==> config.mk <==
export PLATFORM = sky130hd
export DESIGN_NAME = button_click_long_press_fsm_flat
export DESIGN_NICKNAME = d
export VERILOG_FILES = /design/src/hw/rtl/btnlp_pkg.sv /design/src/hw/rtl/btnlp_ifs.sv /design/src/hw/rtl/button_click_long_press_fsm.sv /design/src/hw/rtl/btnlp_cfg.sv /design/src/hw/rtl/btnlp_fsm.sv /design/src/flat_wrapper.sv
export VERILOG_INCLUDE_DIRS = /design/src /design/src/hw/rtl
export SDC_FILE = /design/constraint.sdc
export NUM_CORES = 1
export LEC_CHECK = 0
export BUFFER_PORTS_ARGS = -buffer_cell sky130_fd_sc_hd__buf_2
export CAP_MARGIN = 10
export CORE_MARGIN = 2
export CORE_UTILIZATION = 60
export DETAILED_ROUTE_END_ITERATION = 6
export PLACE_DENSITY = 0.79
export RECOVER_POWER = 25
export SLEW_MARGIN = 20
export SYNTH_ARGS = -nofsm -noshare
export SYNTH_HDL_FRONTEND = slang
export SYNTH_SLANG_ARGS = --single-unit
export TNS_END_PERCENT = 50
==> constraint.sdc <==
create_clock -name clock -period 18.8 [get_ports clock]
set_input_delay 0.94 -clock clock [delete_from_list [all_inputs] [get_ports clock]]
set_output_delay 0.94 -clock clock [all_outputs]
set_load 0.05 [all_outputs]
==> src/hw/rtl/button_click_long_press_fsm_assert.svh <==
// Assertion macros for the button click / long-press block.
// Define ASSERT_OFF to compile the checks out.
`ifndef BUTTON_CLICK_LONG_PRESS_FSM_ASSERT_SVH
`define BUTTON_CLICK_LONG_PRESS_FSM_ASSERT_SVH

`ifndef ASSERT_OFF

// Condition a implies condition b in the same cycle
`define ASSERT_IMPLIES(label, clk, rst, a, b) \
   label: assert property (@(posedge clk) disable iff (rst) (a) |-> (b)) \
      else $error("assertion failed: same-cycle implication");

// Condition a implies condition b in the next cycle
`define ASSERT_NEXT(label, clk, rst, a, b) \
   label: assert property (@(posedge clk) disable iff (rst) (a) |=> (b)) \
      else $error("assertion failed: next-cycle implication");

`else

`define ASSERT_IMPLIES(label, clk, rst, a, b)
`define ASSERT_NEXT(label, clk, rst, a, b)

`endif

`endif

==> src/hw/rtl/btnlp_pkg.sv <==
package btnlp_pkg;

   // Field widths
   localparam int TIME_W  = 32;
   localparam int THR_W   = 31;
   localparam int IDX_W   = 2;
   localparam int EVENT_W = 2;

   // Register indexes
   localparam logic [IDX_W-1:0] CSR_PRESS_DEBOUNCE   = 2'd0;
   localparam logic [IDX_W-1:0] CSR_RELEASE_DEBOUNCE = 2'd1;
   localparam logic [IDX_W-1:0] CSR_LONG_PRESS       = 2'd2;

   // Register reset values
   localparam logic [THR_W-1:0] PRESS_DEBOUNCE_RST   = 31'd20;
   localparam logic [THR_W-1:0] RELEASE_DEBOUNCE_RST = 31'd20;
   localparam logic [THR_W-1:0] LONG_PRESS_RST       = 31'd1000;

   typedef enum logic [1:0] {
      ST_IDLE     = 2'd0,
      ST_DEB_DOWN = 2'd1,
      ST_HOLDING  = 2'd2,
      ST_DEB_UP   = 2'd3
   } state_type;

   typedef enum logic [EVENT_W-1:0] {
      EV_NONE  = 2'd0,
      EV_CLICK = 2'd1,
      EV_LONG  = 2'd2
   } event_type;

   typedef struct packed {
      logic [THR_W-1:0] press_debounce_ms;
      logic [THR_W-1:0] release_debounce_ms;
      logic [THR_W-1:0] long_press_ms;
   } cfg_type;

endpackage

==> src/hw/rtl/btnlp_ifs.sv <==
// Poll channel: timestamp and sampled button level
interface btnlp_req_if;
   logic                          valid;
   logic                          ready;
   logic [btnlp_pkg::TIME_W-1:0]  now_ms;
   logic                          button_down;

   modport source (output valid, output now_ms, output button_down, input ready);
   modport sink   (input valid, input now_ms, input button_down, output ready);
endinterface

// Event channel: one event code per poll
interface btnlp_rsp_if;
   logic                          valid;
   logic                          ready;
   logic [btnlp_pkg::EVENT_W-1:0] event_res;

   modport source (output valid, output event_res, input ready);
   modport sink   (input valid, input event_res, output ready);
endinterface

==> src/hw/rtl/button_click_long_press_fsm.sv <==
// Button click / long-press detector.
// An accepted poll passes through the input register, then the result register, to its event.
// Throughput: one poll per cycle; the input register and the result register
// each advance whenever the stage after them is free or drained.
// Reset (synchronous, active high): machine idle, last level up, registers at
// 20 / 20 / 1000 ms, both pipeline stages empty.
`include "button_click_long_press_fsm_assert.svh"

module button_click_long_press_fsm (
   input  logic                          clock,
   input  logic                          reset,
   btnlp_req_if.sink                     req_chan,
   btnlp_rsp_if.source                   rsp_chan,
   input  logic                          csr_we,
   input  logic [btnlp_pkg::IDX_W-1:0]   csr_index,
   input  logic [btnlp_pkg::THR_W-1:0]   csr_wdata
);

   btnlp_pkg::cfg_type            cfg;
   btnlp_pkg::event_type          event_comb;

   logic                          in_valid_ff, in_valid_in;
   logic [btnlp_pkg::TIME_W-1:0]  in_now_ff;
   logic                          in_down_ff;
   logic                          rsp_valid_ff, rsp_valid_in;
   btnlp_pkg::event_type          rsp_event_ff;
   logic                          advance;
   logic                          req_take;

   btnlp_cfg u_cfg (
      .clock     (clock),
      .reset     (reset),
      .csr_we    (csr_we),
      .csr_index (csr_index),
      .csr_wdata (csr_wdata),
      .cfg       (cfg)
   );

   btnlp_fsm u_fsm (
      .clock       (clock),
      .reset       (reset),
      .step        (advance),
      .now_ms      (in_now_ff),
      .button_down (in_down_ff),
      .cfg         (cfg),
      .event_res   (event_comb)
   );

   // Move a transaction from the input register to the result register
   assign advance  = in_valid_ff && (!rsp_valid_ff || rsp_chan.ready);
   assign req_take = req_chan.valid && req_chan.ready;

   assign req_chan.ready = !in_valid_ff || advance;
   assign in_valid_in    = req_take || (in_valid_ff && !advance);
   assign rsp_valid_in   = advance || (rsp_valid_ff && !rsp_chan.ready);

   // Stage valid flags
   always_ff @(posedge clock) begin
      if (reset) begin
         in_valid_ff  <= 1'b0;
         rsp_valid_ff <= 1'b0;
      end else begin
         in_valid_ff  <= in_valid_in;
         rsp_valid_ff <= rsp_valid_in;
      end
   end

   // Capture payloads; hold while stalled
   always_ff @(posedge clock) begin
      if (req_take) begin
         in_now_ff  <= req_chan.now_ms;
         in_down_ff <= req_chan.button_down;
      end
      if (advance) begin
         rsp_event_ff <= event_comb;
      end
   end

   assign rsp_chan.valid     = rsp_valid_ff;
   assign rsp_chan.event_res = rsp_event_ff;

   // A taken poll sits in the input register next cycle
   `ASSERT_NEXT(a_take_fills, clock, reset, req_take, in_valid_ff)
   // A step always lands in the result register
   `ASSERT_NEXT(a_step_lands, clock, reset, advance, rsp_valid_ff)
   // A blocked poll is not dropped
   `ASSERT_NEXT(a_hold_input, clock, reset, in_valid_ff && !advance, in_valid_ff)
   // Only a full input register steps the machine
   `ASSERT_IMPLIES(a_step_needs_item, clock, reset, advance, in_valid_ff)

endmodule

==> src/hw/rtl/btnlp_cfg.sv <==
module btnlp_cfg (
   input  logic                          clock,
   input  logic                          reset,
   input  logic                          csr_we,
   input  logic [btnlp_pkg::IDX_W-1:0]   csr_index,
   input  logic [btnlp_pkg::THR_W-1:0]   csr_wdata,
   output btnlp_pkg::cfg_type            cfg
);

   btnlp_pkg::cfg_type cfg_ff;
   btnlp_pkg::cfg_type cfg_in;

   // Decode the write; unknown indexes change nothing
   always_comb begin
      cfg_in = cfg_ff;
      if (csr_we) begin
         unique case (csr_index)
            btnlp_pkg::CSR_PRESS_DEBOUNCE:   cfg_in.press_debounce_ms   = csr_wdata;
            btnlp_pkg::CSR_RELEASE_DEBOUNCE: cfg_in.release_debounce_ms = csr_wdata;
            btnlp_pkg::CSR_LONG_PRESS:       cfg_in.long_press_ms       = csr_wdata;
            default:                         cfg_in = cfg_ff;
         endcase
      end
   end

   always_ff @(posedge clock) begin
      if (reset) begin
         cfg_ff.press_debounce_ms   <= btnlp_pkg::PRESS_DEBOUNCE_RST;
         cfg_ff.release_debounce_ms <= btnlp_pkg::RELEASE_DEBOUNCE_RST;
         cfg_ff.long_press_ms       <= btnlp_pkg::LONG_PRESS_RST;
      end else begin
         cfg_ff <= cfg_in;
      end
   end

   assign cfg = cfg_ff;

endmodule

==> src/hw/rtl/btnlp_fsm.sv <==
module btnlp_fsm (
   input  logic                          clock,
   input  logic                          reset,
   input  logic                          step,
   input  logic [btnlp_pkg::TIME_W-1:0]  now_ms,
   input  logic                          button_down,
   input  btnlp_pkg::cfg_type            cfg,
   output btnlp_pkg::event_type          event_res
);

   btnlp_pkg::state_type          state_ff, state_in;
   logic [btnlp_pkg::TIME_W-1:0]  mark_ff, mark_in;
   logic [btnlp_pkg::TIME_W-1:0]  press_ff, press_in;
   logic                          long_done_ff, long_done_in;
   logic                          prev_down_ff, prev_down_in;

   // Wrapping difference read as signed: passed when non-negative and at threshold
   function automatic logic elapsed(input logic [btnlp_pkg::TIME_W-1:0] now,
                                    input logic [btnlp_pkg::TIME_W-1:0] since,
                                    input logic [btnlp_pkg::THR_W-1:0]  thr);
      logic [btnlp_pkg::TIME_W-1:0] diff;
      diff = now - since;
      return !diff[btnlp_pkg::TIME_W-1] && (diff[btnlp_pkg::THR_W-1:0] >= thr);
   endfunction

   // Next state and event for the transaction in the input register
   always_comb begin
      state_in     = state_ff;
      mark_in      = mark_ff;
      press_in     = press_ff;
      long_done_in = long_done_ff;
      prev_down_in = prev_down_ff;
      event_res    = btnlp_pkg::EV_NONE;
      if (step) begin
         prev_down_in = button_down;
         unique case (state_ff)
            btnlp_pkg::ST_IDLE: begin
               if (!prev_down_ff && button_down) begin
                  state_in = btnlp_pkg::ST_DEB_DOWN;
                  mark_in  = now_ms;
               end
            end
            btnlp_pkg::ST_DEB_DOWN: begin
               if (elapsed(now_ms, mark_ff, cfg.press_debounce_ms)) begin
                  if (button_down) begin
                     state_in     = btnlp_pkg::ST_HOLDING;
                     press_in     = now_ms;
                     long_done_in = 1'b0;
                  end else begin
                     state_in = btnlp_pkg::ST_IDLE;
                  end
               end
            end
            btnlp_pkg::ST_HOLDING: begin
               // Long event step leaves everything else, the last level too
               if (!long_done_ff && elapsed(now_ms, press_ff, cfg.long_press_ms)) begin
                  long_done_in = 1'b1;
                  prev_down_in = prev_down_ff;
                  event_res    = btnlp_pkg::EV_LONG;
               end else if (!button_down) begin
                  state_in = btnlp_pkg::ST_DEB_UP;
                  mark_in  = now_ms;
               end
            end
            btnlp_pkg::ST_DEB_UP: begin
               if (elapsed(now_ms, mark_ff, cfg.release_debounce_ms)) begin
                  if (!button_down) begin
                     state_in  = btnlp_pkg::ST_IDLE;
                     event_res = long_done_ff ? btnlp_pkg::EV_NONE : btnlp_pkg::EV_CLICK;
                  end else begin
                     state_in = btnlp_pkg::ST_HOLDING;
                  end
               end
            end
         endcase
      end
   end

   // Control state
   always_ff @(posedge clock) begin
      if (reset) begin
         state_ff     <= btnlp_pkg::ST_IDLE;
         long_done_ff <= 1'b0;
         prev_down_ff <= 1'b0;
      end else begin
         state_ff     <= state_in;
         long_done_ff <= long_done_in;
         prev_down_ff <= prev_down_in;
      end
   end

   // Timestamps are written before they are read
   always_ff @(posedge clock) begin
      mark_ff  <= mark_in;
      press_ff <= press_in;
   end

endmodule
==> src/flat_wrapper.sv <==
// flat-port wrapper written by rule: the top's interface ports become plain ports
module button_click_long_press_fsm_flat 
  (clock, reset, csr_we, csr_index, csr_wdata, req_chan_valid, req_chan_now_ms, req_chan_button_down, req_chan_ready, rsp_chan_valid, rsp_chan_event_res, rsp_chan_ready);
  btnlp_req_if req_chan_i ();
  btnlp_rsp_if rsp_chan_i ();
  input  logic clock;
  input  logic reset;
  input  logic csr_we;
  input  logic [btnlp_pkg::IDX_W-1:0] csr_index;
  input  logic [btnlp_pkg::THR_W-1:0] csr_wdata;
  input wire logic [$bits(req_chan_i.valid)-1:0] req_chan_valid;
  input wire logic [$bits(req_chan_i.now_ms)-1:0] req_chan_now_ms;
  input wire logic [$bits(req_chan_i.button_down)-1:0] req_chan_button_down;
  output wire logic [$bits(req_chan_i.ready)-1:0] req_chan_ready;
  output wire logic [$bits(rsp_chan_i.valid)-1:0] rsp_chan_valid;
  output wire logic [$bits(rsp_chan_i.event_res)-1:0] rsp_chan_event_res;
  input wire logic [$bits(rsp_chan_i.ready)-1:0] rsp_chan_ready;
  assign req_chan_i.valid = req_chan_valid;
  assign req_chan_i.now_ms = req_chan_now_ms;
  assign req_chan_i.button_down = req_chan_button_down;
  assign req_chan_ready = req_chan_i.ready;
  assign rsp_chan_valid = rsp_chan_i.valid;
  assign rsp_chan_event_res = rsp_chan_i.event_res;
  assign rsp_chan_i.ready = rsp_chan_ready;
  button_click_long_press_fsm u_core (.clock(clock), .reset(reset), .req_chan(req_chan_i), .rsp_chan(rsp_chan_i), .csr_we(csr_we), .csr_index(csr_index), .csr_wdata(csr_wdata));
endmodule
==> results.toml <==
[setup_path]
critPathTopFamily = "compound AO/OA/AOI/OAI gates"
critPathBufInv = 1
path_max_fanout = 32
slowest_delay_ns = 0.83
cp_slowest_cell = "nor2_4"
crit_type = "flip-flop to flip-flop"
startpoint_type = "flip-flop"
end_kind = "flip-flop"
crit_chain = "inv_1 -> ha_1 -> fa_1 -> nor2b_2 -> o2111ai_1 -> a41o_1 -> a2111oi_4 -> o31ai_4 -> o21a_2 -> o21ai_1 -> a21oi_1 -> xnor2_1 -> ha_1 -> a21o_1 -> a21o_1 -> a21oi_1 -> o211ai_1 -> o211ai_1 -> mux2i_4 -> or2_1 -> nor2_4"
arrival_ns = 5.90
required_ns = 18.86

[yosys]
synth_area_leaders = "edfxtp_1, dfxtp_1, ha_1, a21oi_1, nand2_1"
synth.avg_cell_area_um2 = 9.181
yosysWarnings = 0
synth_top_cell_area_share = 0.2459
synth_edf_count = 99
netlist_top_cells_count = "nand2_1, inv_1, a21oi_1, ha_1"
netlist_instances = 1317
syn_nets = 1545
async_flop_share = 0
yosysSeqAreaShare = 0.4098
syn_area_mm2 = 0.01209
post-synth-top-area-cell = "edfxtp_1"
synth.most_common_cell = "nand2_1"
ys_ff_latch = 198
ys_types = 80
synth_top_flop_cell = "edfxtp_1"

[cts]
clockBufferDepth = 2
cts.hold.buffers_added = 0
htreeDepth = 4
post_cts_buffers = 0
ctsRootBufferMaster = "clkbuf_16"
cts_tree = "built"
clk-insertion-delay-late_ns = 0.45
cts.sinks = 198
path_clk_slew_ns = 0.08
cts_resized = 0
cts_inserted_buffers = 17

[timing]
finClkSkew_ns = 0.01333
fmax_mhz = 171.4
grt_setup_unrepaired = "no"
relSlewSlack = 0.2507
maxSlewViolCount = 0
whs_ns = 0.4561
worst-slew-pin-transition_ns = 1.124
setup_violations = 0
fin_setup_tns_ns = 0
hold_viol_final = 0
finalCritPeriodShare = 0.3104
fin_crit_ns = 5.835

[floorplanning]
die-area_mm2 = 0.02130
chipHeight_um = 146.0
ios = 75
rows = 51
initial_core_util = 0.6172
core_mm2 = 0.01959
die_x_um = 146.0

[global_routing]
grt_use_met3 = 0.03950
grt_pass1_vias = 9390
grtUsageMet1 = 0.3642
grt_antenna_before_repair = 0
use_met2 = 0.4474
grt_max_degree = 102
grt_first_pass_wirelength_um = 46130
track_usage = 0.2712
grt-ovfl-total = 0
grt-busiest-layer = "met2"

[placed_design]
place_inst = 1632
globalplace.congestion = 0.9031
port_buffers = 74
place_area_mm2 = 0.01275
post-dp-hpwl_um = 20330

[flow_run]
cap_violations = 0

[pwr]
clkPwrFrac = 0.340
comb_power_share = 0.215
power_per_cell_area_mw_per_mm2 = 80.69
seq_power_share = 0.445
switching_power_w = 0.0003226
ir_worst_vdd_v = 0.00008611
power.internal_w = 0.0007533
switching_share = 0.2998
p_leak_nw = 5.535

[route]
routed_via_density = 5.727
drc = 0
first_iter_violations = 581
drt_wl_total_um = 28570
num_vias = 9529
drt_pass1_iterations = 5
wl_per_cell_um = 17.17
drtAntennaViolNets = 0

[cells_and_area]
final_core_util = 0.6806
stdcell_count = 1664
final_nets = 1614
drive_gt1_frac = 0.1022
fin_area_mm2 = 0.01333
syn2layout_area_growth_pct = 10.27
diodes = 0

[worst_hold_path]
holdCritPathClass = "flip-flop to flip-flop"

[status]
status = "finished, final reports clean"
[path summary, 6_finish.rpt]
kind / depth (start not counted) / slack [ns] / startpoint / endpoint
hold reg to reg: 2 / 0.46 / u_core.u_cfg.cfg[49] / u_core.u_cfg.cfg[49]
setup reg to reg: 21 / 12.97 / u_core.in_now_ff[0] / u_core.u_fsm.mark_ff[15]
hold / removal: 2 / 0.46 / u_core.u_cfg.cfg[49] / u_core.u_cfg.cfg[49]
setup / recovery: 21 / 12.97 / u_core.in_now_ff[0] / u_core.u_fsm.mark_ff[15]
[placed cells by master (no fill, tap or decap), types with 12 or more instances in the layout]
cell type / count
clkbuf_16: 19
xor2_1: 12
o21a_1: 13
nand2b_1: 13
ha_1: 155
a21o_1: 38
o21ai_0: 38
dfxtp_1: 99
edfxtp_1: 99
nor2_1: 55
buf_2: 74
nand2_1: 205
a21oi_1: 161
a211o_1: 13
nand4_1: 15
xnor2_1: 45
inv_1: 179
[flip-flops by register name (all words and copies together), names as in the netlist, 2 cells and up, named ones only]
name	count
u_core.u_fsm.press_ff	32
u_core.rsp_chan.event_res	2
u_core.u_cfg.cfg	93
u_core.in_now_ff	32
u_core.u_fsm.mark_ff	32
[cell families (layout without fill, tap and decap cells)]
| kind of cell | Yosys count | count (layout) | synth area share |
|---|---|---|---|
| mux | 3 | 3 | 0.003518 |
| fa+ha+maj | 157 | 157 | 0.1637 |
| compound gates | 343 | 343 | 0.1856 |
| flops | 198 | 198 | 0.4098 |
| simple gates | 348 | 348 | 0.1296 |
| xor+xnor | 58 | 58 | 0.04263 |
| buf+inv | 210 | 292 | 0.06519 |
[metal layers]
metal | part of all wire | vias up | wire, um
li1 | - | 4700 | -
met4 | 0.021 | 0 | 613
met5 | 0 | - | 0
met1 | 0.46 | 4503 | 13100
met2 | 0.47 | 279 | 13400
met3 | 0.051 | 47 | 1460
[area by class of cell]
cell class              count  area [um2]
multi-input cells         909        6371
fillers                  1563        6257
flip-flops and latches    198        4955
inverters                 179       671.9
clock buffers              20       479.2
repair buffers             81       422.9
well taps                 265       331.6
clock inverters            12       101.3
[tightest hold or removal path: stages, from the launching register on]
cell and delay, ns:
dfxtp_1 0.31, nand2_1 0.05, a21oi_1 0.05
[power groups by stage]
stage          clock network (W)  registers [W]  logic, W
4_1_cts                 0.000368       0.000479  0.000228
6_report                0.000366       0.000479  0.000231
3_3_place_gp                   0       0.000488  0.000218
2_1_floorplan                  0       0.000486  0.000162
3_5_place_dp                   0       0.000488  0.000224
5_1_grt                 0.000386       0.000480  0.000257
[metrics by stage]
stage	setup WS, ns	total power [W]
6_report	12.97	0.001076
5_1_grt	12.63	0.001123
4_1_cts	12.96	0.001075
3_5_place_dp	13.04	0.0007126
3_3_place_gp	13.14	0.0007055
2_1_floorplan	12.87	0.0006480
Power figures use the tool's default switching activity.
